## src/design/kmm_pkg.sv

```systemverilog
// Shared types and constants of the keyed min/max tracker.
// Used by the channel interfaces, the tracker, its RAM and its checker.
// No dependencies.
package kmm_pkg;

    // Field widths of the item and result beats
    localparam int OP_W   = 2;
    localparam int ID_W   = 4;
    localparam int DATA_W = 16;

    // Defaults of the top-level parameters
    localparam int ENTRIES_DEF     = 16;
    localparam int VALUE_WIDTH_DEF = 16;

    // Empty-slot code after reset, and the "no maximum" mark
    localparam logic [DATA_W-1:0] EMPTY_RST = '0;
    localparam logic [DATA_W-1:0] NO_MAX    = '0;

    typedef enum logic [OP_W-1:0] {
        OP_SET       = 2'd0,
        OP_SET_UPPER = 2'd1,
        OP_CLEAR     = 2'd2,
        OP_CLEAR_ALL = 2'd3
    } t_op;

endpackage

```

## src/design/kmm_ifs.sv

```systemverilog
// Valid/ready channel interfaces of the keyed min/max tracker.
// Depends on kmm_pkg for the field widths.
interface kmm_item_if;
    logic                         valid;
    logic                         ready;
    logic [kmm_pkg::OP_W-1:0]     operation;
    logic [kmm_pkg::ID_W-1:0]     entry_id;
    logic [kmm_pkg::DATA_W-1:0]   value;

    modport source (output valid, operation, entry_id, value, input ready);
    modport sink   (input valid, operation, entry_id, value, output ready);
endinterface

interface kmm_result_if;
    logic                         valid;
    logic                         ready;
    logic                         is_limit;
    logic [kmm_pkg::DATA_W-1:0]   min_value;
    logic [kmm_pkg::DATA_W-1:0]   max_value;

    modport source (output valid, is_limit, min_value, max_value, input ready);
    modport sink   (input valid, is_limit, min_value, max_value, output ready);
endinterface

```

## src/design/kmm_ram.sv

```systemverilog
// Generic simple dual-port RAM: one write port, one read port, registered read.
// Depends on kmm_pkg for default sizes.
module kmm_ram #(
    parameter int WIDTH = kmm_pkg::VALUE_WIDTH_DEF,
    parameter int DEPTH = kmm_pkg::ENTRIES_DEF
) (
    input  logic                                   i_clk,
    input  logic                                   i_wr_en,
    input  logic [((DEPTH > 1) ? $clog2(DEPTH) : 1)-1:0] i_wr_addr,
    input  logic [WIDTH-1:0]                       i_wr_data,
    input  logic                                   i_rd_en,
    input  logic [((DEPTH > 1) ? $clog2(DEPTH) : 1)-1:0] i_rd_addr,
    output logic [WIDTH-1:0]                       o_rd_data
);

    logic [WIDTH-1:0] r_mem [DEPTH];
    logic [WIDTH-1:0] r_rd_data;

    always_ff @(posedge i_clk) begin
        if (i_wr_en) begin
            r_mem[i_wr_addr] <= i_wr_data;
        end
        if (i_rd_en) begin
            r_rd_data <= r_mem[i_rd_addr];
        end
    end

    assign o_rd_data = r_rd_data;

endmodule

```

## src/design/keyed_min_max_tracker_unit.sv

```systemverilog
// Keyed running min/max tracker: slot table in RAM plus running extremes.
// Depends on kmm_pkg, kmm_item_if / kmm_result_if and kmm_ram.
//
// Usage:
//   i_item carries one operation per beat (set, set upper, clear entry,
//   clear all) with entry_id and value. o_result returns exactly one beat
//   per item: is_limit and the minimum and maximum after the operation.
//   i_cfg_wr_en / i_cfg_wr_data write the empty-slot code; write it only
//   while no item is in flight.
// Operation flow:
//   Set, set upper, clear all and out-of-range ids: result registered in the
//   cycle after the item beat, next item accepted the cycle after unless o_result.ready is low.
//   Clear that misses both extremes: one RAM read of the old value, compared in S_CLR.
//   Clear that hits an extreme: S_CLR, then a rescan in S_SCAN that reads the
//   slot RAM one entry per cycle through its single read port.
// Reset: slots read as the empty code (per-entry valid bits, no RAM sweep),
//   minimum goes to all ones in VALUE_WIDTH bits, maximum to zero, no result pending.
// Stall: a result holds in the output register while o_result.ready is low;
//   the item channel is not ready until that register can take a new beat.
module keyed_min_max_tracker_unit #(
    parameter int ENTRIES     = kmm_pkg::ENTRIES_DEF,
    parameter int VALUE_WIDTH = kmm_pkg::VALUE_WIDTH_DEF
) (
    input  logic                        i_clk,
    input  logic                        i_rst_n,
    input  logic                        i_cfg_wr_en,
    input  logic [kmm_pkg::DATA_W-1:0]  i_cfg_wr_data,
    kmm_item_if.sink                    i_item,
    kmm_result_if.source                o_result
);

    localparam int DW     = kmm_pkg::DATA_W;
    localparam int SLOT_W = (VALUE_WIDTH > DW) ? VALUE_WIDTH : DW;
    localparam int AW     = (ENTRIES > 1) ? $clog2(ENTRIES) : 1;
    localparam int CW     = $clog2(ENTRIES + 1);
    localparam logic [SLOT_W-1:0] SLOT_TOP    = SLOT_W'((64'd1 << VALUE_WIDTH) - 64'd1);
    localparam logic [SLOT_W-1:0] SLOT_BOTTOM = SLOT_W'(kmm_pkg::NO_MAX);
    localparam logic [CW-1:0]     LAST_CNT    = CW'(ENTRIES);

    typedef enum logic [2:0] {
        S_IDLE = 3'b001,
        S_CLR  = 3'b010,
        S_SCAN = 3'b100
    } t_state;

    t_state              r_state, n_state;
    logic [DW-1:0]       r_empty_code;
    logic [DW-1:0]       r_fill_code, n_fill_code;
    logic [ENTRIES-1:0]  r_valid, n_valid;
    logic [SLOT_W-1:0]   r_min, n_min;
    logic [SLOT_W-1:0]   r_max, n_max;
    logic [AW-1:0]       r_addr, n_addr;
    logic [CW-1:0]       r_rd_idx, n_rd_idx;
    logic                r_chk, n_chk;
    logic [AW-1:0]       r_chk_idx, n_chk_idx;
    logic [SLOT_W-1:0]   r_lo, n_lo;
    logic [SLOT_W-1:0]   r_hi, n_hi;
    logic                r_out_valid, n_out_valid;
    logic                r_out_limit, n_out_limit;
    logic [DW-1:0]       r_out_min, n_out_min;
    logic [DW-1:0]       r_out_max, n_out_max;

    logic                w_out_free;
    logic                w_accept;
    kmm_pkg::t_op        w_op;
    logic                w_in_range;
    logic [AW-1:0]       w_in_addr;
    logic [VALUE_WIDTH-1:0] w_val_vw;
    logic [SLOT_W-1:0]   w_in_val;
    logic [SLOT_W-1:0]   w_empty;
    logic [SLOT_W-1:0]   w_fill;
    logic [SLOT_W-1:0]   w_rd_data;
    logic [SLOT_W-1:0]   w_old;
    logic [SLOT_W-1:0]   w_scan_val;
    logic                w_hit;
    logic                ram_wr_en;
    logic [AW-1:0]       ram_wr_addr;
    logic [SLOT_W-1:0]   ram_wr_data;
    logic                ram_rd_en;
    logic [AW-1:0]       ram_rd_addr;

    assign w_out_free = !r_out_valid || o_result.ready;
    assign i_item.ready = (r_state == S_IDLE) && w_out_free;
    assign w_accept = i_item.valid && i_item.ready;
    assign w_op = kmm_pkg::t_op'(i_item.operation);
    assign w_in_range = (32'(i_item.entry_id) < 32'(ENTRIES));
    assign w_in_addr = AW'(i_item.entry_id);
    assign w_val_vw = VALUE_WIDTH'(i_item.value);
    assign w_in_val = SLOT_W'(w_val_vw);
    assign w_empty = SLOT_W'(r_empty_code);
    assign w_fill = SLOT_W'(r_fill_code);

    // Entries never written since the last fill read as the fill code
    assign w_old = r_valid[r_addr] ? w_rd_data : w_fill;
    assign w_scan_val = r_valid[r_chk_idx] ? w_rd_data : w_fill;
    assign w_hit = (w_old == r_min) || (w_old == r_max);

    always_comb begin
        n_state     = r_state;
        n_fill_code = r_fill_code;
        n_valid     = r_valid;
        n_min       = r_min;
        n_max       = r_max;
        n_addr      = r_addr;
        n_rd_idx    = r_rd_idx;
        n_chk       = 1'b0;
        n_chk_idx   = r_chk_idx;
        n_lo        = r_lo;
        n_hi        = r_hi;
        n_out_valid = r_out_valid && !o_result.ready;
        n_out_limit = r_out_limit;
        n_out_min   = r_out_min;
        n_out_max   = r_out_max;
        ram_wr_en   = 1'b0;
        ram_wr_addr = w_in_addr;
        ram_wr_data = w_in_val;
        ram_rd_en   = 1'b0;
        ram_rd_addr = w_in_addr;

        case (r_state)
            S_IDLE: begin
                if (w_accept) begin
                    n_addr      = w_in_addr;
                    n_out_valid = 1'b1;
                    n_out_limit = 1'b0;
                    n_out_min   = r_min[DW-1:0];
                    n_out_max   = r_max[DW-1:0];
                    if (w_op == kmm_pkg::OP_CLEAR_ALL) begin
                        n_valid     = '0;
                        n_fill_code = r_empty_code;
                        n_min       = SLOT_TOP;
                        n_max       = SLOT_BOTTOM;
                        n_out_min   = SLOT_TOP[DW-1:0];
                        n_out_max   = SLOT_BOTTOM[DW-1:0];
                    end else if (w_in_range) begin
                        if (w_op == kmm_pkg::OP_CLEAR) begin
                            // fetch the old value; the result comes after the compare
                            ram_rd_en   = 1'b1;
                            n_out_valid = 1'b0;
                            n_state     = S_CLR;
                        end else begin
                            ram_wr_en            = 1'b1;
                            n_valid[w_in_addr]   = 1'b1;
                            if (w_in_val < r_min) begin
                                n_min       = w_in_val;
                                n_out_limit = 1'b1;
                            end
                            if ((w_op == kmm_pkg::OP_SET) && (w_in_val > r_max)) begin
                                n_max       = w_in_val;
                                n_out_limit = 1'b1;
                            end
                            n_out_min = n_min[DW-1:0];
                            n_out_max = n_max[DW-1:0];
                        end
                    end
                end
            end
            S_CLR: begin
                ram_wr_en         = 1'b1;
                ram_wr_addr       = r_addr;
                ram_wr_data       = w_empty;
                n_valid[r_addr]   = 1'b1;
                if (w_hit) begin
                    n_rd_idx = '0;
                    n_lo     = SLOT_TOP;
                    n_hi     = SLOT_BOTTOM;
                    n_state  = S_SCAN;
                end else begin
                    n_out_valid = 1'b1;
                    n_out_limit = 1'b0;
                    n_out_min   = r_min[DW-1:0];
                    n_out_max   = r_max[DW-1:0];
                    n_state     = S_IDLE;
                end
            end
            S_SCAN: begin
                // issue one read per cycle, compare the entry read the cycle before
                if (r_rd_idx != LAST_CNT) begin
                    ram_rd_en   = 1'b1;
                    ram_rd_addr = r_rd_idx[AW-1:0];
                    n_chk       = 1'b1;
                    n_chk_idx   = r_rd_idx[AW-1:0];
                    n_rd_idx    = r_rd_idx + CW'(1);
                end
                if (r_chk && (w_scan_val != w_empty)) begin
                    if (w_scan_val < r_lo) begin
                        n_lo = w_scan_val;
                    end
                    if (w_scan_val > r_hi) begin
                        n_hi = w_scan_val;
                    end
                end
                if (r_chk && (r_rd_idx == LAST_CNT)) begin
                    n_min       = n_lo;
                    n_max       = n_hi;
                    n_out_valid = 1'b1;
                    n_out_limit = 1'b1;
                    n_out_min   = n_lo[DW-1:0];
                    n_out_max   = n_hi[DW-1:0];
                    n_state     = S_IDLE;
                end
            end
            default: begin
                n_state = S_IDLE;
            end
        endcase
    end

    always_ff @(posedge i_clk) begin
        if (!i_rst_n) begin
            r_state      <= S_IDLE;
            r_empty_code <= kmm_pkg::EMPTY_RST;
            r_fill_code  <= kmm_pkg::EMPTY_RST;
            r_valid      <= '0;
            r_min        <= SLOT_TOP;
            r_max        <= SLOT_BOTTOM;
            r_chk        <= 1'b0;
            r_out_valid  <= 1'b0;
        end else begin
            r_state      <= n_state;
            if (i_cfg_wr_en) begin
                r_empty_code <= i_cfg_wr_data;
            end
            r_fill_code  <= n_fill_code;
            r_valid      <= n_valid;
            r_min        <= n_min;
            r_max        <= n_max;
            r_chk        <= n_chk;
            r_out_valid  <= n_out_valid;
        end
    end

    always_ff @(posedge i_clk) begin
        r_addr      <= n_addr;
        r_rd_idx    <= n_rd_idx;
        r_chk_idx   <= n_chk_idx;
        r_lo        <= n_lo;
        r_hi        <= n_hi;
        r_out_limit <= n_out_limit;
        r_out_min   <= n_out_min;
        r_out_max   <= n_out_max;
    end

    kmm_ram #(
        .WIDTH (SLOT_W),
        .DEPTH (ENTRIES)
    ) u_slot_ram (
        .i_clk     (i_clk),
        .i_wr_en   (ram_wr_en),
        .i_wr_addr (ram_wr_addr),
        .i_wr_data (ram_wr_data),
        .i_rd_en   (ram_rd_en),
        .i_rd_addr (ram_rd_addr),
        .o_rd_data (w_rd_data)
    );

    assign o_result.valid     = r_out_valid;
    assign o_result.is_limit  = r_out_limit;
    assign o_result.min_value = r_out_min;
    assign o_result.max_value = r_out_max;

endmodule

```

## src/flat_wrapper.sv

```systemverilog
// flat-port wrapper written by rule: the top's interface ports become plain ports
module keyed_min_max_tracker_unit_flat 
#(
    parameter int ENTRIES     = kmm_pkg::ENTRIES_DEF,
    parameter int VALUE_WIDTH = kmm_pkg::VALUE_WIDTH_DEF
)
  (i_clk, i_rst_n, i_cfg_wr_en, i_cfg_wr_data, i_item_valid, i_item_operation, i_item_entry_id, i_item_value, i_item_ready, o_result_valid, o_result_is_limit, o_result_min_value, o_result_max_value, o_result_ready);
  kmm_item_if i_item_i ();
  kmm_result_if o_result_i ();
  input  logic i_clk;
  input  logic i_rst_n;
  input  logic i_cfg_wr_en;
  input  logic [kmm_pkg::DATA_W-1:0] i_cfg_wr_data;
  input wire logic [$bits(i_item_i.valid)-1:0] i_item_valid;
  input wire logic [$bits(i_item_i.operation)-1:0] i_item_operation;
  input wire logic [$bits(i_item_i.entry_id)-1:0] i_item_entry_id;
  input wire logic [$bits(i_item_i.value)-1:0] i_item_value;
  output wire logic [$bits(i_item_i.ready)-1:0] i_item_ready;
  output wire logic [$bits(o_result_i.valid)-1:0] o_result_valid;
  output wire logic [$bits(o_result_i.is_limit)-1:0] o_result_is_limit;
  output wire logic [$bits(o_result_i.min_value)-1:0] o_result_min_value;
  output wire logic [$bits(o_result_i.max_value)-1:0] o_result_max_value;
  input wire logic [$bits(o_result_i.ready)-1:0] o_result_ready;
  assign i_item_i.valid = i_item_valid;
  assign i_item_i.operation = i_item_operation;
  assign i_item_i.entry_id = i_item_entry_id;
  assign i_item_i.value = i_item_value;
  assign i_item_ready = i_item_i.ready;
  assign o_result_valid = o_result_i.valid;
  assign o_result_is_limit = o_result_i.is_limit;
  assign o_result_min_value = o_result_i.min_value;
  assign o_result_max_value = o_result_i.max_value;
  assign o_result_i.ready = o_result_ready;
  keyed_min_max_tracker_unit #(.ENTRIES(ENTRIES), .VALUE_WIDTH(VALUE_WIDTH)) u_core (.i_clk(i_clk), .i_rst_n(i_rst_n), .i_cfg_wr_en(i_cfg_wr_en), .i_cfg_wr_data(i_cfg_wr_data), .i_item(i_item_i), .o_result(o_result_i));
endmodule
```

## config.mk

```make
export PLATFORM = sky130hd
export DESIGN_NAME = keyed_min_max_tracker_unit_flat
export DESIGN_NICKNAME = d
export VERILOG_FILES = /design/src/design/kmm_pkg.sv /design/src/design/kmm_ifs.sv /design/src/design/kmm_ram.sv /design/src/design/keyed_min_max_tracker_unit.sv /design/src/flat_wrapper.sv
export SDC_FILE = /design/constraint.sdc
export NUM_CORES = 1
export LEC_CHECK = 0
export BUFFER_PORTS_ARGS = -buffer_cell sky130_fd_sc_hd__buf_2
export CAP_MARGIN = 20
export CORE_MARGIN = 2
export CORE_UTILIZATION = 24
export DETAILED_ROUTE_END_ITERATION = 8
export GPL_ROUTABILITY_DRIVEN = 0
export SETUP_SLACK_MARGIN = 0.3
export SYNTH_ARGS = -nofsm -noshare
export SYNTH_HDL_FRONTEND = slang
export SYNTH_HIERARCHICAL = 1
export SYNTH_SLANG_ARGS = --single-unit
```

## constraint.sdc

```tcl
create_clock -name i_clk -period 7.85 [get_ports i_clk]
set_clock_uncertainty 0.05 [all_clocks]
set_input_delay 1.1775 -clock i_clk [delete_from_list [all_inputs] [get_ports i_clk]]
set_output_delay 1.1775 -clock i_clk [all_outputs]
set_load 0.02 [all_outputs]
```

==> impl_results.rst, run 1 <==
.. list-table::
   :header-rows: 1

   * - Metric
     - Value
   * - Status
     - completed
   * - Maximum number of pins on one net before global-route repair
     - 72
   * - TritonCTS clock tree
     - built
   * - Root Buffer
     - sky130_fd_sc_hd__clkbuf_16
   * - Max_slew headroom
     - 0.221
   * - Bufs on Longest Clock Path
     - 3
   * - Number of pins exceeding their max-slew limit in the final report
     - 0
   * - EDFF count, synth
     - 350
   * - Count of cells along the worst register-to-register path
     - 15
   * - Min cycle time layout
     - 5.63 ns
   * - Setup slack, reg-to-reg
     - 2.22 ns
   * - Post-Syn Area
     - 21400 um2
   * - Capturing element type of the critical path
     - register
   * - Routed wire length
     - 67900 um
   * - Worst supply voltage drop on vdd
     - 0.162 mV
   * - Share of the yosys chip area belonging to registers
     - 0.572
   * - Post-synthesis share of cell area spent on xor and xnor gates
     - 0.0254
   * - Final hold slack
     - 0.471 ns
   * - Final cell count without fillers
     - 2946
   * - Multiplexer share of the synthesized area
     - 0.121
   * - Final Hold Violating Endpoints
     - 0
   * - Remaining antenna violation count after routing
     - 0
   * - Prevailing post-synth register cell
     - sky130_fd_sc_hd__edfxtp_1
   * - Data required, critical path
     - 8.17 ns
   * - Port-buffer cells
     - 77
   * - GRT Util Overall
     - 0.146
   * - Net count of the mapped netlist
     - 1782
   * - Cell area power density
     - ~240 nW/um2
   * - Routed wirelength normalized by instance count
     - 23.1 um
   * - Die extent in x
     - about 300 um
   * - Worst Hold Depth
     - 2
   * - Slowest cell on crit path
     - sky130_fd_sc_hd__a21boi_2
   * - TritonRoute pass-1 iters
     - 7
   * - Setup TNS after final layout
     - 0 ns
   * - Count of buffers added by post-CTS timing repair for setup
     - 0
   * - Main combinational cell family by area after synthesis
     - compound AO/OA/AOI/OAI gates
   * - Startpoint kind of the worst setup timing path
     - register
   * - DP HPWL
     - 45900 um
   * - Most used cell along the critical path
     - sky130_fd_sc_hd__buf_4
   * - Area enclosed by the die boundary
     - 91400 um2
   * - Area fraction in compound gates after synthesis
     - 0.124
   * - CTS H-tree depth
     - 2
   * - Insertion delay of the later-clocked pin in the worst-skew pair
     - 0.63 ns
   * - Iter 0 DRT Violations
     - 1774
   * - Core Footprint
     - 88200 um2
   * - Count of inserted antenna diode cells
     - 0
   * - Category of the critical setup timing path
     - reg -> reg
   * - Number of placed cells counting well taps
     - 2861
   * - Sinks on the clock net
     - roughly 440
   * - Crit share post-route
     - 0.717
   * - Number of cells produced by synthesis
     - roughly 1700
   * - Static leakage
     - 8.71 nW
   * - Arithmetic-cell share of the synthesized area counting full adders, half adders and majority gates
     - 0.0369
   * - Number of nets in the layout
     - 1850
   * - Number of DRC violations after detailed routing
     - 0
   * - Proportion of register bits with asynchronous set or reset after synthesis
     - 0
   * - Worst reg2reg path startpoint
     - u_core/r_chk_idx[2]
   * - Vert. Die Dim
     - 302 um
   * - Final critical-path setup slack
     - 2.22 ns
   * - Number of setup violations in the final report
     - 0
   * - Capture endpoint of the worst hold path
     - u_core/r_fill_code[2]
   * - Row count
     - approximately 110
   * - Initial core utilization
     - 0.242
   * - Critical path data arrival time
     - 5.95 ns
   * - Cell family contributing the most delay on the critical path
     - compound AO/OA/AOI/OAI gates
   * - Share of the core filled with cells in the final layout
     - 0.279
   * - Number of register bits inferred by synthesis
     - 435
   * - Max frequency
     - 178 MHz
   * - Vias after detailed routing
     - approximately 15000
   * - CTS buffer count
     - 45
   * - Path type of the worst min-delay path
     - reg -> reg
   * - Max Cap Violations
     - 0
   * - Drt via density
     - a little over 5
   * - Syn Area/Cell
     - 12.7 um2
   * - Hold path startpoint
     - u_core/r_empty_code[2]
   * - Synth-to-layout area growth
     - 15.4%
   * - RR Endpoint
     - u_core/o_result.max_value[10]
   * - Simple-gate portion of the synthesized area
     - 0.0855
   * - Number of buffers and inverters on the critical path
     - 2
   * - Sum of overflow across all layers after global routing
     - 0
   * - Number of warnings issued by yosys
     - 6
   * - Critical Path Max Stage Delay
     - 0.60 ns
   * - Setup repair after global routing missed its margin
     - no
   * - Wire length of the first global-routing pass
     - 99300 um
   * - Io pins
     - 78
   * - Maximum fanout count along the critical path
     - 25
   * - Layout cell share with drive strength beyond 1
     - 0.167
   * - Crit path cell chain
     - mux4_2, mux2i_4, mux2i_2, buf_4, o21ai_0, ha_1, nand3_1, nor3_1, nand4_1, o221a_2, a221oi_1, a21boi_2, buf_4, mux2i_1, a221o_1
   * - Number of global-route vias before repair
     - 15000
   * - Antenna violations before repair
     - 2
   * - Resized Gates After CTS
     - 0
   * - Reg clk slew, reported paths
     - roughly 0.06 ns
   * - Setup slack at placement
     - between 2 and 2.5 ns
   * - Actual transition at the worst max-transition pin
     - between 1 and 1.5 ns
   * - Yosys cell types
     - 65
   * - Quantity of hold-fixing buffers added after cts
     - 0
[metrics by stage]
| step | total power, mW | area, um2 |
|---|---|---|
| 2_1_floorplan | 3.42 | 21400 |
| 3_3_place_gp | 3.80 | 23200 |
| 3_5_place_dp | 3.82 | 23200 |
| 4_1_cts | 5.95 | 24600 |
| 5_1_grt | 6.14 | 24600 |
| 6_report | 5.91 | 24600 |
[sequential cells by signal (all words and copies together) (netlist names), 3 cells and up]
name,cells
u_core/u_slot_ram/r_mem,256
u_core/o_result.max_value,16
u_core/o_result.min_value,16
u_core/r_empty_code,16
u_core/r_fill_code,16
u_core/r_hi,16
u_core/r_lo,16
u_core/r_max,16
u_core/r_min,16
u_core/r_valid,16
u_core/u_slot_ram/o_rd_data,16
u_core/r_rd_idx,5
u_core/r_addr,4
u_core/r_chk_idx,4
u_core/r_state,3
[cells by family (layout without fill, tap and decap cells)]
logic type,after synthesis,after routing
simple gates,387,387
fa+ha+maj,63,63
mux,156,156
xor+xnor,62,62
flops,435,435
buf+inv,185,290
compound gates,388,388
[where the power goes]
part	switching [mW]	leakage, nW	internal, mW
combinational	0.618	4.16	0.299
clock	0.962	0.706	1.17
sequential	0.162	3.84	2.70
total	1.74	8.71	4.17
[placed cells by master, fill, tap and decap left out, drive strengths merged, types with 8 or more instances in the layout]
cell | netlist | final
ha | 63 | 63
xor2 | 31 | 31
nand3 | 21 | 21
o32ai | 16 | 16
nor3b | 20 | 20
o21ai | 104 | 104
a21o | 21 | 21
inv | 87 | 90
mux2i | 65 | 65
nor4 | 8 | 8
a31oi | 8 | 8
a221o | 17 | 17
nand4 | 13 | 13
buf | 21 | 119
nor2 | 60 | 60
xnor2 | 31 | 31
nor3 | 35 | 35
o21a | 24 | 24
clkbuf | 77 | 56
clkinv | 0 | 21
mux4 | 75 | 75
and3 | 9 | 9
edfxtp | 350 | 350
a22oi | 49 | 49
a21boi | 18 | 18
o22ai | 20 | 20
nor2b | 31 | 31
a221oi | 18 | 18
dfxtp | 85 | 85
nand2 | 169 | 169
o31ai | 19 | 19
a21oi | 43 | 43
mux2 | 16 | 16
[cells in the mapped netlist, drive strengths merged, types with 31 or more instances]
cell | number | area [um2]
edfxtp | 350 | 10500
nand2 | 169 | 634
o21ai | 104 | 536
inv | 87 | 327
dfxtp | 85 | 1700
clkbuf | 77 | 289
mux4 | 75 | 1730
mux2i | 65 | 679
ha | 63 | 788
nor2 | 60 | 225
a22oi | 49 | 368
a21oi | 43 | 215
nor3 | 35 | 175
nor2b | 31 | 194
xnor2 | 31 | 272
xor2 | 31 | 272
[worst max-delay path by stage]
| stage | from | endpoint | slack, ns | cells after the start |
|---|---|---|---|---|
| floorplan | u_core/r_addr[2] | u_core/o_result.is_limit | 3.19 | 10 |
| global placement | u_core/r_chk_idx[2] | u_core/o_result.max_value[10] | 2.45 | 15 |
| finish | u_core/r_chk_idx[2] | u_core/o_result.max_value[10] | 2.22 | 15 |
| detailed placement | u_core/r_chk_idx[2] | u_core/o_result.max_value[10] | 2.26 | 15 |
| CTS | u_core/r_chk_idx[2] | u_core/o_result.max_value[10] | 2.30 | 15 |
| global route | u_core/r_chk_idx[2] | u_core/o_result.max_value[10] | 1.90 | 15 |
[metal layers]
layer,GRT usage,share of wire,vias up,routed length [um]
met4,0.0514,0.036,2,2450
li1,-,-,6577,-
met1,0.197,0.41,7636,27500
met5,0,0.00019,-,13
met2,0.232,0.46,930,31100
met3,0.0292,0.10,168,6860
[tightest hold or removal path: cells and delay by family, from the launching register on]
family             cells  cell delay (ns)
AOI/OAI and AO/OA      1             0.07
DFF                    1             0.34
and+or+nand+nor        1             0.06
[cell type report]
class	instances	area, um2
Inverter	87	327
Multi-Input combinational cell	1056	8490
Clock buffer	56	1200
Fill cell	8914	63600
Timing Repair Buffer	119	701
Tap cell	1165	1460
Clock inverter	28	263
Sequential cell	435	12200
No activity file was read; power rests on OpenSTA's default activity.
==> inputs of run 2 (changes only) <==
==> constraint.sdc (replaced) <==
create_clock -name i_clk -period 4.85 [get_ports i_clk]
set_clock_uncertainty 0.05 [all_clocks]
set_input_delay 0.7275 -clock i_clk [delete_from_list [all_inputs] [get_ports i_clk]]
set_output_delay 0.7275 -clock i_clk [all_outputs]
set_load 0.02 [all_outputs]
==> run 2 against run 1 <==
Net effect: setup slack lost 1.8 ns; clock-buffer cell count grew 4; cell area grew 4.3%; worst hold slack lost 0.11 ns; wire length grew 2.4%; critical path type unchanged; largest power group unchanged.
==> impl_results.rst, run 2 (same netlist as run 1, synthesis figures left out) <==
.. list-table::
   :header-rows: 1

   * - Metric
     - Value
   * - Number of nets in the layout
     - 1908
   * - GRT Util Overall
     - 0.147
   * - Core Footprint
     - between 80000 and 90000 um2
   * - Insertion delay of the later-clocked pin in the worst-skew pair
     - 0.61 ns
   * - Bufs on Longest Clock Path
     - 3
   * - Max frequency
     - 224 MHz
   * - Area enclosed by the die boundary
     - 91400 um2
   * - Category of the critical setup timing path
     - reg -> reg
   * - Commonest non-fill, non-tap cells in the layout
     - 350 x sky130_fd_sc_hd__edfxtp_1, 169 x sky130_fd_sc_hd__nand2_1, 87 x sky130_fd_sc_hd__inv_1
   * - Synth-to-layout area growth
     - 20.3%
   * - Sinks on the clock net
     - 435
   * - Initial core utilization
     - 0.242
   * - Maximum number of pins on one net before global-route repair
     - 71
   * - Register ranked first by flip-flop count
     - u_core/u_slot_ram/r_mem
   * - Number of global-route vias before repair
     - 15100
   * - Die extent in x
     - 302 um
   * - Remaining antenna violation count after routing
     - 0
   * - Sum of overflow across all layers after global routing
     - 0
   * - Static leakage
     - approximately 9.1 nW
   * - TritonRoute pass-1 iters
     - 8
   * - Min cycle time layout
     - between 4 and 5 ns
   * - Final hold slack
     - ~0.36 ns
   * - DP HPWL
     - 47000 um
   * - Io pins
     - 78
   * - Iter 0 DRT Violations
     - 2044
   * - Port-buffer cells
     - between 70 and 80
   * - Critical path data arrival time
     - 4.77 ns
   * - Maximum fanout count along the critical path
     - 6
   * - Startpoint kind of the worst setup timing path
     - register
   * - Vert. Die Dim
     - 302 um
   * - Crit share post-route
     - 0.922
   * - Root Buffer
     - sky130_fd_sc_hd__clkbuf_16
   * - Routed wirelength normalized by instance count
     - 23.1 um
   * - Layout cell share with drive strength beyond 1
     - 0.217
   * - Number of DRC violations after detailed routing
     - 0
   * - Path type of the worst min-delay path
     - in -> reg
   * - Wire length of the first global-routing pass
     - 101000 um
   * - Routed wire length
     - about 70000 um
   * - Flip-flop count of the largest register, all copies and words added
     - 256
   * - Max_slew headroom
     - 0.287
   * - Status
     - completed
   * - Max Cap Violations
     - 0
   * - CTS H-tree depth
     - 2
   * - Data required, critical path
     - 5.15 ns
   * - TritonCTS clock tree
     - built
   * - Final Hold Violating Endpoints
     - 0
   * - Vias after detailed routing
     - 15500
   * - Setup TNS after final layout
     - 0 ns
   * - Reg clk slew, reported paths
     - ~0.060 ns
   * - Quantity of hold-fixing buffers added after cts
     - 0
   * - Cell area power density
     - approximately 380 nW/um2
   * - Capturing element type of the critical path
     - register
   * - Antenna violations before repair
     - 3
   * - Worst supply voltage drop on vdd
     - roughly 0.33 mV
   * - CTS buffer count
     - 46
   * - Drt via density
     - 5.16
   * - Number of setup violations in the final report
     - 0
   * - Row count
     - between 100 and 150
   * - Number of pins exceeding their max-slew limit in the final report
     - 0
   * - Actual transition at the worst max-transition pin
     - 1.07 ns
   * - Setup repair after global routing missed its margin
     - yes
   * - Leading cell type in the layout, fill and taps excluded
     - sky130_fd_sc_hd__edfxtp_1
==> run 2: power breakdown <==
group / switching (mW) / internal (mW) / total [mW]
combinational: 1.07 / 0.526 / 1.59
sequential: 0.259 / 4.37 / 4.63
clock: 1.55 / 2.00 / 3.55
==> run 2: timing repair <==
| action | CTS | global route |
|---|---|---|
| hold endpoints to repair | 0 | 0 |
| setup buffers | 2 | 19 |
| pin swaps | 0 | 22 |
| setup endpoints to repair | 86 | 155 |
| cloned | 0 | 2 |
| resized for setup | 5 | 83 |
==> run 2: worst max-delay path: stages, from the launching register on <==
cell,delay [ns]
sky130_fd_sc_hd__edfxtp_1,0.48
sky130_fd_sc_hd__mux4_2,0.57
sky130_fd_sc_hd__mux2i_4,0.21
sky130_fd_sc_hd__mux2i_4,0.16
sky130_fd_sc_hd__buf_6,0.17
sky130_fd_sc_hd__buf_6,0.13
sky130_fd_sc_hd__mux2_4,0.32
sky130_fd_sc_hd__ha_4,0.27
sky130_fd_sc_hd__and4_1,0.18
sky130_fd_sc_hd__nand4_1,0.13
sky130_fd_sc_hd__o221a_2,0.30
sky130_fd_sc_hd__a221oi_4,0.34
sky130_fd_sc_hd__a21boi_4,0.35
sky130_fd_sc_hd__buf_12,0.18
sky130_fd_sc_hd__mux2i_1,0.09
sky130_fd_sc_hd__a221o_1,0.28
==> run 2: final timing paths <==
check	slack [ns]	endpoint	cells past startpoint	from
min	0.36	u_core/r_empty_code[9]	3	i_cfg_wr_data[9]
max reg2reg	0.38	u_core/o_result.max_value[1]	15	u_core/r_chk_idx[2]
min reg2reg	0.48	u_core/r_fill_code[13]	2	u_core/r_fill_code[13]
max	0.38	u_core/o_result.max_value[1]	15	u_core/r_chk_idx[2]
==> run 2: cell type report <==
class	count	area, um2
Multi-Input combinational cell	1056	8920
Clock inverter	24	265
Sequential cell	435	12200
Inverter	87	327
Tap cell	1165	1460
Timing Repair Buffer	176	1260
Antenna cell	1	2.50
Clock buffer	60	1250
Fill cell	8880	62500
==> run 2: per-layer routing <==
metal  vias up  track usage  share of wire
li1       6686            -              -
met1      7708        0.199           0.41
met2       913        0.236           0.46
met3       203       0.0266          0.095
met4         0       0.0502          0.039
met5         -            0              0
==> run 2: per-stage QoR <==
stage          instances  power (mW)  utilization  area [um2]  worst slack, ns
4_1_cts             2982        9.78        0.284       25000            0.308
6_report            3004        9.78        0.291       25700            0.380
2_1_floorplan       1676        5.54            -       21400            0.325
3_5_place_dp        2896        6.23        0.266       23500           0.0339
3_3_place_gp        2894        6.18        0.266       23400            0.137
5_1_grt             3003        10.1        0.291       25700            0.221
